File: config.mk
export PLATFORM = sky130hd
export DESIGN_NAME = afl_cell
export DESIGN_NICKNAME = d
export VERILOG_FILES = /design/src/design/afl_pkg.sv /design/src/design/afl_cell.sv
export SDC_FILE = /design/constraint.sdc
export NUM_CORES = 1
export LEC_CHECK = 0
export BUFFER_PORTS_ARGS = -buffer_cell sky130_fd_sc_hd__clkbuf_2
export CAP_MARGIN = 25
export CORE_AREA = 2 2 240 242
export DETAILED_ROUTE_END_ITERATION = 8
export DIE_AREA = 0 0 242 244
export PLACE_DENSITY = 0.77
export SLEW_MARGIN = 15
export SYNTH_ARGS = -nofsm -noshare
export SYNTH_HDL_FRONTEND = slang
export SYNTH_SLANG_ARGS = --single-unit
File: constraint.sdc
create_clock -name clock -period 13.43 [get_ports clock]
set_clock_uncertainty 0.05 [all_clocks]
set_input_delay 0.6715 -clock clock [delete_from_list [all_inputs] [get_ports clock]]
set_output_delay 0.6715 -clock clock [all_outputs]
set_load 0.005 [all_outputs]
File: src/design/afl_pkg.sv
package afl_pkg;
   typedef enum logic [2:0] {
      KIND_LOAD_W  = 3'd0,
      KIND_LOAD_B  = 3'd1,
      KIND_FWD     = 3'd2,
      KIND_BWD     = 3'd3,
      KIND_READ_DW = 3'd4,
      KIND_READ_DB = 3'd5
   } kind_type;

   localparam int ACC_W = 40;

   function automatic logic signed [31:0] sat32(input logic signed [ACC_W-1:0] v);
      if (v > $signed({{(ACC_W-32){1'b0}}, 32'h7fffffff})) sat32 = 32'h7fffffff;
      else if (v < $signed({{(ACC_W-32){1'b1}}, 32'h80000000})) sat32 = 32'h80000000;
      else sat32 = v[31:0];
   endfunction
endpackage

File: src/design/afl_cell.sv
// One multiply-accumulate cell: keeps column idx and row idx of the weight
// matrix and accumulates shifted products for one output or input-gradient sum.
module afl_cell import afl_pkg::*; (
   input  logic                     clock,
   input  logic [3:0]               idx,
   input  logic                     load,
   input  logic [3:0]               load_row,
   input  logic [3:0]               load_col,
   input  logic signed [15:0]       load_value,
   input  logic [3:0]               tap,
   input  logic                     fwd,
   input  logic                     start,
   input  logic signed [31:0]       init,
   input  logic                     mac,
   input  logic signed [15:0]       a,
   input  logic                     shift,
   input  logic signed [31:0]       neighbor,
   output logic signed [31:0]       sum
);
   logic signed [15:0]      wcol_mem [16];
   logic signed [15:0]      wrow_mem [16];
   logic signed [15:0]      w_ff;
   logic signed [ACC_W-1:0] acc_ff, acc_in;
   logic signed [31:0]      prod;

   // The forward pass walks the column, the backward pass walks the row.
   always_ff @(posedge clock) begin
      if (load && load_col == idx) wcol_mem[load_row] <= load_value;
      if (load && load_row == idx) wrow_mem[load_col] <= load_value;
      w_ff <= fwd ? wcol_mem[tap] : wrow_mem[tap];
   end

   always_comb begin
      prod = (32'(a) * 32'(w_ff)) >>> 12;
      acc_in = acc_ff;
      if (start) acc_in = ACC_W'(init);
      else if (mac) acc_in = acc_ff + ACC_W'(prod);
      else if (shift) acc_in = ACC_W'(neighbor);
   end

   always_ff @(posedge clock) begin
      acc_ff <= acc_in;
   end

   assign sum = sat32(acc_ff);
endmodule
==> impl_metrics.env <==
export IMPL_timing_setup_tns_ns=0
export IMPL_asyncSetResetFlopFracSynth_pct=0
export IMPL_drt_pass1_iterations=5
export IMPL_timing_max_cap_violations=0
export IMPL_clock_sink_count=568
export IMPL_arrival_time_at_the_worst_endpoint_ns=10.45
export IMPL_routabilityCongestion=0.943
export IMPL_dieWidth_um=242
export IMPL_vias_in_the_first_global_route=21400
export IMPL_dominantRegCellSynth="edfxtp_1"
export IMPL_max_clock_freq_mhz=98.4
export IMPL_clock_root_buffer="clkbuf_16"
export IMPL_routedWlPerCell_um=24.7
export IMPL_worst_slew_pin_transition_ns=1.07
export IMPL_worstPathMaxFanout=23
export IMPL_instances_no_fill=3281
export IMPL_groute_usage_overall_pct=28.2
export IMPL_dp_hpwl_um=52100
export IMPL_post_cts_buffers=0
export IMPL_adder_cell_share_of_the_synthesized_area_pct=20.2
export IMPL_slowest_delay_ns=0.92
export IMPL_cpMaxStageDelayCell="fa_1"
export IMPL_synth_seq_area_share_pct=50.3
export IMPL_timing_max_slew_rel_slack_pct=28.3
export IMPL_holdBufCountCts=0
export IMPL_rows=87
export IMPL_synth_compound_area_share_pct=4.56
export IMPL_syn_instance_count=2324
export IMPL_path_common_cell="fa_1"
export IMPL_io_buffers=149
export IMPL_status="complete, no violations"
export IMPL_nets=2980
export IMPL_end_kind="register"
export IMPL_clkTransAtPathRegs_ns=0.06
export IMPL_slew_viol_final=0
export IMPL_most_used_cells_in_the_layout_excluding_fill_and_tap_cells="edfxtp_1 (552), inv_1 (292), fa_1 (262)"
export IMPL_flow_area_growth_from_synthesis_pct=10.9
export IMPL_final_common_cell="edfxtp_1"
export IMPL_grt_max_degree=81
export IMPL_numCtsBuffers=56
export IMPL_place_inst=3174
export IMPL_synth_enable_flop_cells=552
export IMPL_final_antenna_net_count=0
export IMPL_top_ports=150
export IMPL_mapped_avg_cell_area_um2=14.5
export IMPL_cts_max_level=2
export IMPL_grt_setup_unrepaired="false"
export IMPL_antenna_found_initial=2
export IMPL_main_combinational_cell_family_by_area_after_synthesis="adder cells"
export IMPL_grt_remaining_overflow=0
export IMPL_post_cts_resized_instances=0
export IMPL_grt_first_pass_wirelength_um=124000
export IMPL_post_synth_and_or_nand_nor_area_fraction_pct=7.18
export IMPL_final_period_minus_worst_setup_slack_ns=10.16
export IMPL_routed_wirelength_um=81200
export IMPL_dr_first_iter_drc_count=1783
export IMPL_die_h_um=244
export IMPL_count_of_inserted_antenna_diode_cells=0
export IMPL_yosys_area_share_xor_xnor_pct=1.56
export IMPL_drive_above_1_share_pct=18.6
export IMPL_die_area_mm2=0.0590
export IMPL_postSynthNetCount=2826
export IMPL_synthesis_yosys_warnings=0
export IMPL_hold_path_class="in -> reg"
export IMPL_initial_core_util_pct=59.8
export IMPL_nFillCells=3839
export IMPL_cts_root_to_sink_buffers=3
export IMPL_synth_cell_area_mm2=0.0336
export IMPL_synth_mux_area_share_pct=11.9
export IMPL_yosys_cell_types_count=61
export IMPL_clkLatencyLatePin_ns=0.64
export IMPL_required_ns=13.72
export IMPL_period_share_pct=75.7
export IMPL_route_vias_total=20000
export IMPL_setup_worst_path_class="reg -> reg"
export IMPL_cp_start_kind="register"
export IMPL_setup_viol_count_final=0
export IMPL_drc_errors=0
export IMPL_tritoncts="yes"
export IMPL_total_count_of_hold_check_failures_in_the_final_report=0
export IMPL_viasPerCell=6.11
export IMPL_ff2ff_setup_slack_ns=3.27
export IMPL_placeableCoreArea_mm2=0.0562
export IMPL_yosys_register_bits=568
## synthesized netlist by cell type, types with 2 or more instances
cell       number  area, um2
or3_1           5       31.3
nand4b_1        2       17.5
nor2b_1        10       62.6
and2_1        124        776
nand3b_1        6       45.0
ha_1          122       1530
a22oi_1         5       37.5
a311o_1         3       30.0
nand2_1       176        661
a31o_2          2       17.5
o211ai_1        6       45.0
a21o_1         55        413
buf_1          15       56.3
or2_2           2       12.5
nand4_1        13       81.3
a21boi_0        2       15.0
nor2_1         74        278
o21a_1          8       60.1
xor2_1         20        175
o21ai_0        63        315
mux2_2         16        180
o21bai_1        2       15.0
edfxtp_1      552      16600
a21oi_1        57        285
fa_1          262       5250
a211o_1         2       17.5
xnor2_1        40        350
o31ai_1         4       30.0
nand2b_1       14       87.6
nor3_1         26        130
dfxtp_1        16        320
a31oi_1         6       37.5
nor3b_1         3       22.5
nor4_1          5       31.3
mux2i_1        21        210
inv_1         292       1100
clkbuf_1       80        300
nor4b_1         2       17.5
o41ai_1         2       17.5
nand3_1        13       65.1
and3_1         10       62.6
a2111oi_0       3       26.3
mux4_2        160       3600
o21ai_1         6       30.0
## logic make-up after synthesis
group	Yosys count
AO/OA/AOI/OAI	239
buffers and inverters	388
flip-flops	568
multiplexers	197
AND/OR/NAND/NOR	488
XOR/XNOR	60
adder cells (fa/ha/maj)	384
## worst max-delay path, delay by kind of cell, from the launching register on
kind / cells / cell delay [ns]
buffers and inverters: 3 / 0.28
AND/OR/NAND/NOR: 6 / 1.58
adder cells (fa/ha/maj): 8 / 4.46
AO/OA/AOI/OAI: 12 / 2.64
flip-flops: 1 / 0.88
## per-layer routing
layer	vias to the layer above	global-route usage, %	share of wire (%)
met5	-	0	0.030
met2	973	50.1	53
met4	4	11.7	4.2
li1	8596	-	-
met1	10300	35.6	36
met3	178	3.25	7.0
## registers in the layout (all words and copies together) (netlist names)
register and cells:
w_ff 16, wrow_mem 256, wcol_mem 256, acc_ff 40
## cell type report
| type | instances | area (um2) | area share, % |
|---|---|---|---|
| flip-flops and latches | 568 | 16900 | 45.4 |
| inverters | 293 | 1100 | 2.95 |
| well taps | 756 | 946 | 2.54 |
| multi-input cells | 1368 | 15300 | 41.0 |
| clock inverters | 35 | 399 | 1.07 |
| clock buffers | 70 | 1520 | 4.07 |
| repair buffers | 191 | 1120 | 3.00 |
## path summary, 6_finish.rpt
| kind | cells after the start | start | to |
|---|---|---|---|
| max | 29 | w_ff[1]$_DFF_P_ | acc_ff[39]$_DFFE_PP_ |
| min | 3 | init[2] | acc_ff[2]$_DFFE_PP_ |
| min reg2reg | 3 | acc_ff[0]$_DFFE_PP_ | acc_ff[0]$_DFFE_PP_ |
| max reg2reg | 29 | w_ff[1]$_DFF_P_ | acc_ff[39]$_DFFE_PP_ |
## through the flow
step                util [%]  setup slack (ns)  instance area (um2)  hold slack, ns
floorplan                  -              4.17                33600           0.676
global placement        62.8              3.54                35300           0.746
detailed placement      62.8              3.31                35300           0.754
CTS                     66.2              3.35                37200           0.254
global route            66.3              2.73                37300           0.275
finish                  66.3              3.27                37300           0.274
Power is left out: the tool's default activity adds up to more than one toggle a clock period on the data nets, which glitch-free logic cannot reach.
